## src/rtl/ldcs_pkg.sv

```systemverilog
// ----------------------------------------------------------------------------
// LED driver chain scan-out package
// Action codes and the command/status bundles shared by controller and datapath.
// ----------------------------------------------------------------------------
package ldcs_pkg;

  localparam int WORD_W = 16;

  typedef enum logic [1:0] {
    ACT_WRITE   = 2'd0,
    ACT_REFRESH = 2'd1,
    ACT_BCAST   = 2'd2,
    ACT_NOP     = 2'd3
  } act_t;

  // Commands from the controller to the datapath.
  typedef struct packed {
    logic clr;    // write zeros at the sweep address and advance it
    logic ld;     // capture the input item and seed the divider
    logic div;    // one subtract step of the divider
    logic wr;     // store the captured pixel
    logic issue;  // read the frame for the current chip and advance the chip count
  } ldcs_cmd_t;

  // Status from the datapath to the controller.
  typedef struct packed {
    logic clr_done;
    logic div_done;
    logic slot_free;
    logic last_chip;
    logic pend;
    logic wr_ok;
    logic rf_ok;
  } ldcs_sts_t;

endpackage

```

## src/rtl/ldcs_ram.sv

```systemverilog
// ----------------------------------------------------------------------------
// Generic RAM
// One write port and one read port with registered read data.
// ----------------------------------------------------------------------------
module ldcs_ram #(
  parameter int WIDTH = 1,
  parameter int DEPTH = 2
) (
  input  logic                                    clk,
  input  logic                                    we,
  input  logic [((DEPTH > 1) ? $clog2(DEPTH) : 1)-1:0] waddr,
  input  logic [WIDTH-1:0]                        wdata,
  input  logic                                    re,
  input  logic [((DEPTH > 1) ? $clog2(DEPTH) : 1)-1:0] raddr,
  output logic [WIDTH-1:0]                        rdata
);

  logic [WIDTH-1:0] mem [DEPTH];
  logic [WIDTH-1:0] rdata_r;

  always_ff @(posedge clk) begin
    if (we) begin
      mem[waddr] <= wdata;
    end
    if (re) begin
      rdata_r <= mem[raddr];
    end
  end

  assign rdata = rdata_r;

endmodule

```

## src/rtl/ldcs_dp.sv

```systemverilog
// ----------------------------------------------------------------------------
// LED driver chain scan-out datapath
// Frame storage in bit lanes, the shared column divider, the chip counter,
// the read slot and the output register.
// ----------------------------------------------------------------------------
module ldcs_dp
  import ldcs_pkg::*;
#(
  parameter int CHIPS         = 32,
  parameter int COLS_PER_CHIP = 6,
  parameter int DIGITS        = 8
) (
  input  logic              clk,
  input  logic              rst_n,
  input  ldcs_cmd_t         cmd,
  output ldcs_sts_t         sts,
  input  logic [1:0]        in_action,
  input  logic [7:0]        in_pix_x,
  input  logic [3:0]        in_pix_y,
  input  logic              in_pix_on,
  input  logic [2:0]        in_digit_sel,
  input  logic [15:0]       in_command,
  output logic              out_valid,
  input  logic              out_stall,
  output logic [WORD_W-1:0] out_word,
  output logic              out_last
);

  localparam int C          = COLS_PER_CHIP;
  localparam int W          = CHIPS * COLS_PER_CHIP;
  localparam int CW         = (CHIPS > 1) ? $clog2(CHIPS) : 1;
  localparam int RW         = $clog2(DIGITS);
  localparam int AW         = RW + CW;
  localparam int MAIN_DEPTH = DIGITS * (2 ** CW);
  localparam int TOP_DEPTH  = 2 ** CW;
  localparam int DW         = ($clog2(W) > 3) ? $clog2(W) : 3;

  logic [AW-1:0]     sweep_r;
  logic              mode_rf_r;
  logic [2:0]        d_r;
  logic [15:0]       cmd_r;
  logic [3:0]        py_r;
  logic              pon_r;
  logic              b8_r;
  logic [DW-1:0]     rem_r;
  logic [DW-1:0]     quo_r;
  logic [CW-1:0]     chip_r;
  logic              p_r;
  logic              p_last_r;
  logic              p_b8_r;
  logic              out_valid_r;
  logic [WORD_W-1:0] out_word_r;
  logic              out_last_r;

  logic              move;
  logic              wr_top;
  logic              wr_main;
  logic [C-1:0]      lane_sel;
  logic [C-1:0]      main_rd;
  logic [C-1:0]      top_rd;
  logic [AW-1:0]     main_waddr;
  logic [CW-1:0]     top_waddr;
  logic [2:0]        row_rf;
  logic [DW:0]       top_sum;
  logic              top_ok;
  logic [7:0]        val;
  logic [3:0]        dplus;
  logic [WORD_W-1:0] word_nxt;
  logic [DW-1:0]     div_seed;

  // Pixel column i of a chip group (i = x mod C) lives in lane i.
  assign wr_top     = cmd.wr && (py_r == 4'(DIGITS));
  assign wr_main    = cmd.wr && (py_r != 4'(DIGITS));
  assign main_waddr = cmd.clr ? sweep_r : {py_r[RW-1:0], quo_r[CW-1:0]};
  assign top_waddr  = cmd.clr ? sweep_r[CW-1:0] : quo_r[CW-1:0];
  assign row_rf     = 3'(DIGITS - 1) - d_r;
  assign top_sum    = (DW + 1)'(chip_r) + (DW + 1)'(quo_r);
  assign top_ok     = top_sum < (DW + 1)'(CHIPS);

  for (genvar g = 0; g < C; g++) begin : g_lane
    assign lane_sel[g] = (rem_r == DW'(C - 1 - g));

    ldcs_ram #(
      .WIDTH (1),
      .DEPTH (MAIN_DEPTH)
    ) u_main (
      .clk   (clk),
      .we    (cmd.clr || (wr_main && lane_sel[g])),
      .waddr (main_waddr),
      .wdata (pon_r && !cmd.clr),
      .re    (cmd.issue),
      .raddr ({row_rf[RW-1:0], chip_r}),
      .rdata (main_rd[g])
    );

    ldcs_ram #(
      .WIDTH (1),
      .DEPTH (TOP_DEPTH)
    ) u_top (
      .clk   (clk),
      .we    (cmd.clr || (wr_top && lane_sel[g])),
      .waddr (top_waddr),
      .wdata (pon_r && !cmd.clr),
      .re    (cmd.issue),
      .raddr (top_sum[CW-1:0]),
      .rdata (top_rd[g])
    );
  end

  always_comb begin
    val        = '0;
    val[C-1:0] = main_rd;
    val[C]     = p_b8_r && (|(top_rd & lane_sel));
  end

  assign dplus    = {1'b0, d_r} + 4'd1;
  assign word_nxt = mode_rf_r ? {4'h0, dplus, val} : cmd_r;

  assign div_seed = (act_t'(in_action) == ACT_WRITE) ? (DW'(W - 1) - DW'(in_pix_x)) :
                    (in_digit_sel >= 3'd2) ? (DW'(in_digit_sel) - DW'(2)) : '0;

  assign move = p_r && (!out_valid_r || !out_stall);

  always_ff @(posedge clk) begin
    if (!rst_n) begin
      sweep_r     <= '0;
      p_r         <= 1'b0;
      out_valid_r <= 1'b0;
    end else begin
      if (cmd.clr) begin
        sweep_r <= sweep_r + AW'(1);
      end
      p_r         <= cmd.issue || (p_r && !move);
      out_valid_r <= move || (out_valid_r && out_stall);
    end

    if (cmd.ld) begin
      mode_rf_r <= (act_t'(in_action) == ACT_REFRESH);
      d_r       <= in_digit_sel;
      cmd_r     <= in_command;
      py_r      <= in_pix_y;
      pon_r     <= in_pix_on;
      b8_r      <= (in_digit_sel >= 3'd2);
      rem_r     <= div_seed;
      quo_r     <= '0;
      chip_r    <= '0;
    end else begin
      if (cmd.div) begin
        rem_r <= rem_r - DW'(C);
        quo_r <= quo_r + DW'(1);
      end
      if (cmd.issue) begin
        chip_r <= chip_r + CW'(1);
      end
    end

    if (cmd.issue) begin
      p_last_r <= (chip_r == CW'(CHIPS - 1));
      p_b8_r   <= b8_r && top_ok;
    end

    if (move) begin
      out_word_r <= word_nxt;
      out_last_r <= p_last_r;
    end
  end

  assign sts.clr_done  = (sweep_r == AW'(MAIN_DEPTH - 1));
  assign sts.div_done  = (rem_r < DW'(C));
  assign sts.slot_free = !p_r || move;
  assign sts.last_chip = (chip_r == CW'(CHIPS - 1));
  assign sts.pend      = p_r;
  assign sts.wr_ok     = (32'(in_pix_x) < 32'(W)) && (32'(in_pix_y) <= 32'(DIGITS));
  assign sts.rf_ok     = (32'(in_digit_sel) < 32'(DIGITS));

  assign out_valid = out_valid_r;
  assign out_word  = out_word_r;
  assign out_last  = out_last_r;

endmodule

```

## src/rtl/ldcs_ctrl.sv

```systemverilog
// ----------------------------------------------------------------------------
// LED driver chain scan-out controller
// Sequences the clearing pass, pixel writes and the per-chip word runs.
// ----------------------------------------------------------------------------
module ldcs_ctrl
  import ldcs_pkg::*;
(
  input  logic       clk,
  input  logic       rst_n,
  input  logic       in_valid,
  input  logic [1:0] in_action,
  output logic       in_stall,
  input  ldcs_sts_t  sts,
  output ldcs_cmd_t  cmd
);

  typedef enum logic [2:0] {
    S_CLEAR,
    S_IDLE,
    S_DIV,
    S_STREAM,
    S_DRAIN
  } state_t;

  state_t state_r;
  state_t state_nxt;
  act_t   act_r;

  always_comb begin
    cmd       = '0;
    state_nxt = state_r;
    case (state_r)
      S_CLEAR: begin
        cmd.clr = 1'b1;
        if (sts.clr_done) begin
          state_nxt = S_IDLE;
        end
      end
      S_IDLE: begin
        cmd.ld = in_valid;
        if (in_valid) begin
          case (act_t'(in_action))
            ACT_WRITE:   state_nxt = sts.wr_ok ? S_DIV : S_IDLE;
            ACT_REFRESH: state_nxt = sts.rf_ok ? S_DIV : S_IDLE;
            ACT_BCAST:   state_nxt = S_STREAM;
            default:     state_nxt = S_IDLE;
          endcase
        end
      end
      S_DIV: begin
        cmd.div = !sts.div_done;
        cmd.wr  = sts.div_done && (act_r == ACT_WRITE);
        if (sts.div_done) begin
          state_nxt = (act_r == ACT_WRITE) ? S_IDLE : S_STREAM;
        end
      end
      S_STREAM: begin
        cmd.issue = sts.slot_free;
        if (sts.slot_free && sts.last_chip) begin
          state_nxt = S_DRAIN;
        end
      end
      S_DRAIN: begin
        if (!sts.pend) begin
          state_nxt = S_IDLE;
        end
      end
      default: state_nxt = S_IDLE;
    endcase
  end

  always_ff @(posedge clk) begin
    if (!rst_n) begin
      state_r <= S_CLEAR;
      act_r   <= ACT_NOP;
    end else begin
      state_r <= state_nxt;
      if (cmd.ld) begin
        act_r <= act_t'(in_action);
      end
    end
  end

  assign in_stall = (state_r != S_IDLE);

endmodule

```

## src/rtl/led_driver_chain_scanout_unit.sv

```systemverilog
// ----------------------------------------------------------------------------
// LED driver chain scan-out unit
// Frame buffer and word generator for a daisy chain of eight-digit LED drivers.
// ----------------------------------------------------------------------------
// The unit keeps a one-bit frame of CHIPS*COLS_PER_CHIP columns by DIGITS+1
// rows and turns it into the 16-bit words that are shifted into the chain.
// After reset the frame is cleared by a pass that writes one address a cycle
// over all DIGITS * 2**ceil(log2(CHIPS)) addresses (256 with the defaults);
// in_stall stays high until it is over. A write item is taken and then finds
// its chip number by repeated subtraction of COLS_PER_CHIP, one step for
// each chip group between the pixel and the far end of the frame, before
// the pixel is stored. A refresh or broadcast item gives CHIPS words, one
// per cycle while out_stall is low, since each word needs one read of the
// frame lanes; a broadcast keeps the unit busy through the set-up and the
// drain of the read slot. A refresh also passes through the divider, which
// finds the chip offset of its extra row bit; with narrow chip groups a
// high digit needs subtraction steps there as well. The final word of every
// run carries out_last. The output register lets the next item be taken
// while the last word still waits.
// Writes outside the frame, refreshes of a digit the chips do not have and
// the unused action code are taken and give no word.
module led_driver_chain_scanout_unit
  import ldcs_pkg::*;
#(
  parameter int CHIPS         = 32,
  parameter int COLS_PER_CHIP = 6,
  parameter int DIGITS        = 8
) (
  input  logic        clk,
  input  logic        rst_n,
  input  logic        in_valid,
  output logic        in_stall,
  input  logic [1:0]  in_action,
  input  logic [7:0]  in_pix_x,
  input  logic [3:0]  in_pix_y,
  input  logic        in_pix_on,
  input  logic [2:0]  in_digit_sel,
  input  logic [15:0] in_command,
  output logic        out_valid,
  input  logic        out_stall,
  output logic [15:0] out_word,
  output logic        out_last
);

  ldcs_cmd_t cmd;
  ldcs_sts_t sts;

  // The controller owns sequencing; all storage and arithmetic sit in the datapath.
  ldcs_ctrl u_ctrl (
    .clk       (clk),
    .rst_n     (rst_n),
    .in_valid  (in_valid),
    .in_action (in_action),
    .in_stall  (in_stall),
    .sts       (sts),
    .cmd       (cmd)
  );

  ldcs_dp #(
    .CHIPS         (CHIPS),
    .COLS_PER_CHIP (COLS_PER_CHIP),
    .DIGITS        (DIGITS)
  ) u_dp (
    .clk          (clk),
    .rst_n        (rst_n),
    .cmd          (cmd),
    .sts          (sts),
    .in_action    (in_action),
    .in_pix_x     (in_pix_x),
    .in_pix_y     (in_pix_y),
    .in_pix_on    (in_pix_on),
    .in_digit_sel (in_digit_sel),
    .in_command   (in_command),
    .out_valid    (out_valid),
    .out_stall    (out_stall),
    .out_word     (out_word),
    .out_last     (out_last)
  );

endmodule

```

## config.mk

```make
export PLATFORM = sky130hd
export DESIGN_NAME = led_driver_chain_scanout_unit
export DESIGN_NICKNAME = d
export VERILOG_FILES = /design/src/rtl/ldcs_pkg.sv /design/src/rtl/ldcs_ram.sv /design/src/rtl/ldcs_dp.sv /design/src/rtl/ldcs_ctrl.sv /design/src/rtl/led_driver_chain_scanout_unit.sv
export SDC_FILE = /design/constraint.sdc
export NUM_CORES = 2
export LEC_CHECK = 0
export ABC_AREA = 1
export BUFFER_PORTS_ARGS = -buffer_cell sky130_fd_sc_hd__buf_2
export CAP_MARGIN = 20
export CORE_MARGIN = 2
export CORE_UTILIZATION = 64
export CTS_BUF_LIST = sky130_fd_sc_hd__clkbuf_4
export DETAILED_ROUTE_END_ITERATION = 8
export PLACE_DENSITY_LB_ADDON = 0.2
export SLEW_MARGIN = 5
export SYNTH_ARGS = -nofsm -noshare
export SYNTH_HDL_FRONTEND = slang
export SYNTH_SLANG_ARGS = --single-unit
```

## constraint.sdc

```tcl
create_clock -name clk -period 92.4 [get_ports clk]
set_input_delay 9.24 -clock clk [delete_from_list [all_inputs] [get_ports clk]]
set_output_delay 9.24 -clock clk [all_outputs]
set_load 0.01 [all_outputs]
```

# Yosys cells after proc, flatten, opt, wreduce, memory -nomap -nowiden
# Memory sizes are Yosys's and may differ from the RTL's. A register that Yosys moved wholly into a read port is not among the register bits.
# Index checks and enable logic that the tools add are counted.
# word_totals
ff_bits	81
ram_bits	1728
inputBits	38
out_inout_bits	19
word_cells	163
mem_count	12
# op_classes
n_addsub	9
order_cmp	5
eq_ne	21
muxes	44
bitwise_logic	1
reduce_logical	52
# memory_table
name	depth	word_bits	rd	rd_clocked_by_memory_dff	write_ports	line	rtl
u_dp.g_lane[0].u_main.mem	256	1	1	1	1	ldcs_ram.sv:18	logic [WIDTH-1:0] mem [DEPTH];
u_dp.g_lane[1].u_main.mem	256	1	1	1	1	ldcs_ram.sv:18	
u_dp.g_lane[2].u_main.mem	256	1	1	1	1	ldcs_ram.sv:18	
u_dp.g_lane[3].u_main.mem	256	1	1	1	1	ldcs_ram.sv:18	
u_dp.g_lane[4].u_main.mem	256	1	1	1	1	ldcs_ram.sv:18	
u_dp.g_lane[5].u_main.mem	256	1	1	1	1	ldcs_ram.sv:18	
6 more memories	-	-	-	-	-	-	
# ops
op	count
$mux 8	5
$mux 1	27
$logic_and 1x1->1	23
$add 8x1->8 const B	2
$eq 8x2->1 const B	2
$eq 8x3->1 const B	2
$logic_or 1x1->1	16
$mux 3	5
$pmux 3 s5	1
$mux 12	1
$add 5x8->9	1
$lt 9x6->1 const B	1
$pmux 3 s3	1
$eq 8x1->1 const B	1
$eq 8x8->1 const B	1
$logic_not 8->1	1
$lt 8x3->1 const B	1
$lt 8x8->1 const B	1
$sub 8x3->8 const B	1
$sub 8x8->8 const A	1
$and 6x6->6	1
$eq 3x2->1 const B	2
$logic_not 1->1	6
$mux 2	3
other kinds (22)	26

# Depth between registers and ports, before layout
# logic_depth
ltp_word	8
ltp_mapped	17
mapped_depth_nobuf	13

# By module
# From an unflattened synthesis, not the netlist that was laid out.
# hier_totals
hier_cells	8535
area_unflattened_um2	83827.9
# by_module_without_submodules
module	n_inst	cells_each	area_each_um2	seq_area_each_um2
ldcs_ram at u_dp.g_lane[0].u_main ...	6	1184	11727.5	7717.4
ldcs_ram at u_dp.g_lane[0].u_top ...	6	160	1565.3	991.0
ldcs_dp	1	409	3709.8	2052.0
ldcs_ctrl	1	62	361.6	100.1

# Least setup slack after synthesis
# OpenSTA, ideal clock, no wires.
# synth_timing
kind	register to register
start	register u_ctrl.state_r[2]
end	memory u_dp.g_lane[0].u_main.mem[0], data pin
setup_ps	8242
arrival_time_ps	40401
required_ps	84158
path_slack_ps	43757
stages_incl_launch_ff	6
period_less_slack_ps	48643
cell_sequence	dfxtp_1 -> inv_2 -> nand2_1 -> inv_2 -> clkbuf_1 -> nor2_1
# synth_via
elab_chain_len	4
# synth_lines
element	line	rtl
start: declaration	ldcs_ctrl.sv:25	state_t state_r;
start signal: assignment	ldcs_ctrl.sv:77	state_r <= state_nxt;
$logic_not 3->1	ldcs_ctrl.sv:32	case (state_r)
$mux 1	ldcs_ctrl.sv:32	
$logic_not 1->1	ldcs_dp.sv:90	.wdata (pon_r && !cmd.clr),
$logic_and 1x1->1	ldcs_dp.sv:90	
named net u_dp.g_lane[0].u_main.wdata	ldcs_ram.sv:12	input logic [WIDTH-1:0] wdata,
end: declaration	ldcs_ram.sv:18	
# The timed path passes the listed nets, and every way through them passes these cells.

# Worst setup path after layout
# layout_timing
start	register u_ctrl.state_r[0]
end	output in_stall
# layout_via
elab_chain_len	1
# layout_lines
element	line	rtl
$ne 3x1->1	ldcs_ctrl.sv:84	assign in_stall = (state_r != S_IDLE);
end: declaration	led_driver_chain_scanout_unit.sv:32	output logic in_stall,
# Every way passes these cells.

==> key figures <==
Final layout
  • Area delta synth->final: 8.21%
  • Footprint of the multi-input gates: 24,800 µm²
  • Layout cell share with drive strength beyond 1: 0.106
  • Filler cells: 9,995
  • Nets: 8,716
  • Sequential cell area: 54,400 µm²

Logic synthesis
  • Synthesis Warnings: 0
  • #FFs+latches synth: 1,821
  • Syn nets: 8,702
  • Synth area leaders: edfxtp_1, nand2_1, nor2_1
  • Post-synthesis cell type count: 41
  • Main synth FF type: edfxtp_1
  • Cell area after synthesis: 83,000 µm²
  • Syn_area_per_cell: 9.59 µm²
  • Async set-or-reset flop fraction in the synthesized netlist: 0
  • Post-synth top area cell: edfxtp_1
  • Top cell type's share of synthesized area: 0.649
  • Register area share after synthesis: 0.656
  • Mapped Cells: 8,647
  • Post-synth EDFFs: 1,793

STA
  • Count of final setup violators: 0
  • Worst-Margin Slew: 1.21 ns
  • Clock period minus worst slack: 11.48 ns
  • Worst hold margin: 0.433 ns
  • Setup TNS: 0 ns
  • Fin. Hold Viols: 0
  • Worst rel slew slack: 0.195
  • RSZ-0062 raised after global routing: false
  • Tcrit/Tclk final: 0.124
  • Clock skew: 0.0569 ns
  • Max Fclk: 0.0871 GHz
  • Max Slew Vio Count: 0

Clocking
  • CTS tree: yes
  • Post-CTS Setup Bufs: 0
  • Clock transition at the registers of the reported paths: 0.07 ns
  • Resized cells post-CTS: 0
  • Clk buf depth: 4
  • CTS Hold Buffers Added: 0
  • Clk root buf: clkbuf_4
  • CTS buffer count: 467
  • # H-tree levels: 5
  • # clock sinks: 1,821
  • Worst skew pair latency: 1.37 ns

GRT
  • First-pass GRT wire length: 334,000 µm
  • Largest net degree at the start of global routing: 290
  • Antenna violations before repair: 4
  • Global route overflow: 0
  • Number of global-route vias before repair: 60,600
  • Global-route usage over all layers: 0.329

Drt
  • Routed WL per cell: 20.5 µm
  • DR iter-0 viols: 8,611
  • DRT Pass-1 Iters: 7
  • Routed wire length: 220,000 µm
  • Via count of the routed design: 63,600
  • Vias per inst: 5.93
  • DR DRC count: 0
  • Remaining antenna violation count: 0

Min path
  • Worst Hold Class: register to register

Power and ir drop
  • P_sw: 1.31 mW
  • Cell internal pwr: 1.63 mW
  • Comb power frac: 0.412
  • Peak VDD IR: 0.0000594 V
  • Seq pwr share: 0.364
  • Switching Fraction: 0.445
  • Clock power frac: 0.224
  • Leak: 35.8 nW
  • Cell area power density: 32.7 nW/µm²

Setup path
  • Required time of the critical path: 83.16 ns
  • Crit Path Class: register to primary output
  • Worst Path Arrival: 2.24 ns
  • Crit path max fanout: 3
  • Startpoint types: register
  • Setup crit end kind: primary output

Die
  • Die width: 364 µm
  • # rows: 132
  • I/O pin count: 57
  • Initial core utilization: 0.642
  • DIE AREA: 133,000 µm²
  • DIE HEIGHT: 364 µm
  • Floorplan core area: 129,000 µm²

Run status
  • Status: finished, final reports clean

Placement
  • GP Congestion: 0.886
  • IO Port Bufs: 56
  • Hpwl dp: 118,000 µm

Flow run
  • Maxcap violations: 0
worst max-delay path, cell delays in order, from the launching register on:
cell and delay (ns):
dfxtp_1 0.37, inv_1 0.08, nor2_1 0.16, nand2_1 0.14, buf_2 0.17
flip-flops by register name, summed over array words and instances (netlist names), 2 cells and up:
name and cells:
u_dp.chip_r 5, u_dp.g_lane.u_main.rdata 6, u_dp.g_lane.u_top.mem 192, u_dp.g_lane.u_main.mem 1536, u_dp.py_r 4, u_dp.rem_r 8, u_dp.cmd_r 16, u_ctrl.act_r 2
u_dp.d_r 3, u_dp.quo_r 8, u_dp.g_lane.u_top.rdata 6, u_dp.sweep_r 8, u_dp.out_word 16, u_ctrl.state_r 3
cells in the final DEF (no fill, tap or decap), types with 16 or more instances in the layout:
cell type / netlist / routed
nor2_4: 5 / 19
nor2_2: 27 / 16
nand4_1: 83 / 83
nor2_1: 1880 / 1877
buf_2: 90 / 56
nand3_1: 1076 / 1076
inv_2: 17 / 17
nand2_1: 2266 / 2266
edfxtp_1: 1793 / 1793
inv_1: 404 / 401
clkbuf_4: 0 / 708
a21oi_1: 110 / 104
clkinv_1: 2 / 61
o211ai_1: 68 / 68
buf_4: 1 / 75
o21ai_0: 149 / 149
dfxtp_1: 28 / 23
o32ai_1: 24 / 24
cells in the mapped netlist (all sizes together), types with 2 or more instances:
| cell type | n |
|---|---|
| a21oi | 110 |
| o32ai | 24 |
| nand3 | 1076 |
| xor2 | 4 |
| mux2i | 12 |
| nand4 | 83 |
| o21ai | 163 |
| a211oi | 4 |
| buf | 153 |
| ha | 16 |
| clkinv | 2 |
| inv | 421 |
| nor3 | 10 |
| or2 | 16 |
| nor2 | 1912 |
| clkbuf | 449 |
| nand2 | 2266 |
| nor4 | 5 |
| a31oi | 3 |
| o31ai | 7 |
| o211ai | 68 |
| o22ai | 12 |
| xnor2 | 2 |
| edfxtp | 1793 |
| dfxtp | 28 |
per-layer routing:
layer / up-vias / GRT usage / share of wire
met1: 30200 / 0.426 / 0.37
met4: 4 / 0.168 / 0.043
met3: 601 / 0.0682 / 0.11
li1: 29200 / - / -
met5: - / 0 / 0.00014
met2: 3538 / 0.531 / 0.48
through the flow:
stage	setup slack (ns)	power, mW	instance area (µm²)	util	instances
6_report	80.92	2.94	89800	0.695	10700
4_1_cts	80.84	2.91	89600	0.694	10700
3_3_place_gp	80.94	2.24	84100	0.651	9930
5_1_grt	80.75	3.07	89800	0.695	10700
2_1_floorplan	43.76	2.06	83000	-	8647
3_5_place_dp	80.86	2.26	84100	0.651	9930
worst paths after layout:
| check | to | cells after the start | startpoint | slack (ns) |
|---|---|---|---|---|
| max reg2reg | u_dp.g_lane[2].u_main.mem[50] | 8 | u_ctrl.state_r[0] | 87.16 |
| min | u_dp.out_last | 0 | u_dp.p_last_r | 0.43 |
| min reg2reg | u_dp.out_last | 0 | u_dp.p_last_r | 0.43 |
| max | in_stall | 4 | u_ctrl.state_r[0] | 80.92 |
cell type report:
class	instances	share of cell area
sequential	1821	0.606
multi-input combinational	5801	0.276
clock buffer	708	0.0592
tap	1742	0.0243
inverter	423	0.0179
timing repair buffer	147	0.0133
clock inverter	65	0.00277
antenna	12	0.000334
cells by family (layout without fill, tap and decap cells):
| kind of cell | count (synthesis) | in the layout | share of synthesized area |
|---|---|---|---|
| and+or+nand+nor | 5371 | 5371 | 0.264 |
| AOI/OAI and AO/OA | 395 | 395 | 0.0279 |
| other | 0 | 12 | 0 |
| buffers and inverters | 1025 | 1343 | 0.0478 |
| xor gates and xnor gates | 6 | 6 | 0.000633 |
| adders and majority gates | 17 | 17 | 0.00265 |
| muxes | 12 | 12 | 0.00145 |
| DFF | 1821 | 1821 | 0.656 |
power by group through the flow:
| stage | combinational, mW | clock (mW) | sequential, mW |
|---|---|---|---|
| 2_1_floorplan | 0.758 | 0 | 1.30 |
| 4_1_cts | 1.18 | 0.664 | 1.07 |
| 3_5_place_dp | 1.18 | 0 | 1.09 |
| 3_3_place_gp | 1.16 | 0 | 1.08 |
| 5_1_grt | 1.29 | 0.705 | 1.07 |
| 6_report | 1.21 | 0.658 | 1.07 |
(Power assumes the default switching activity.)
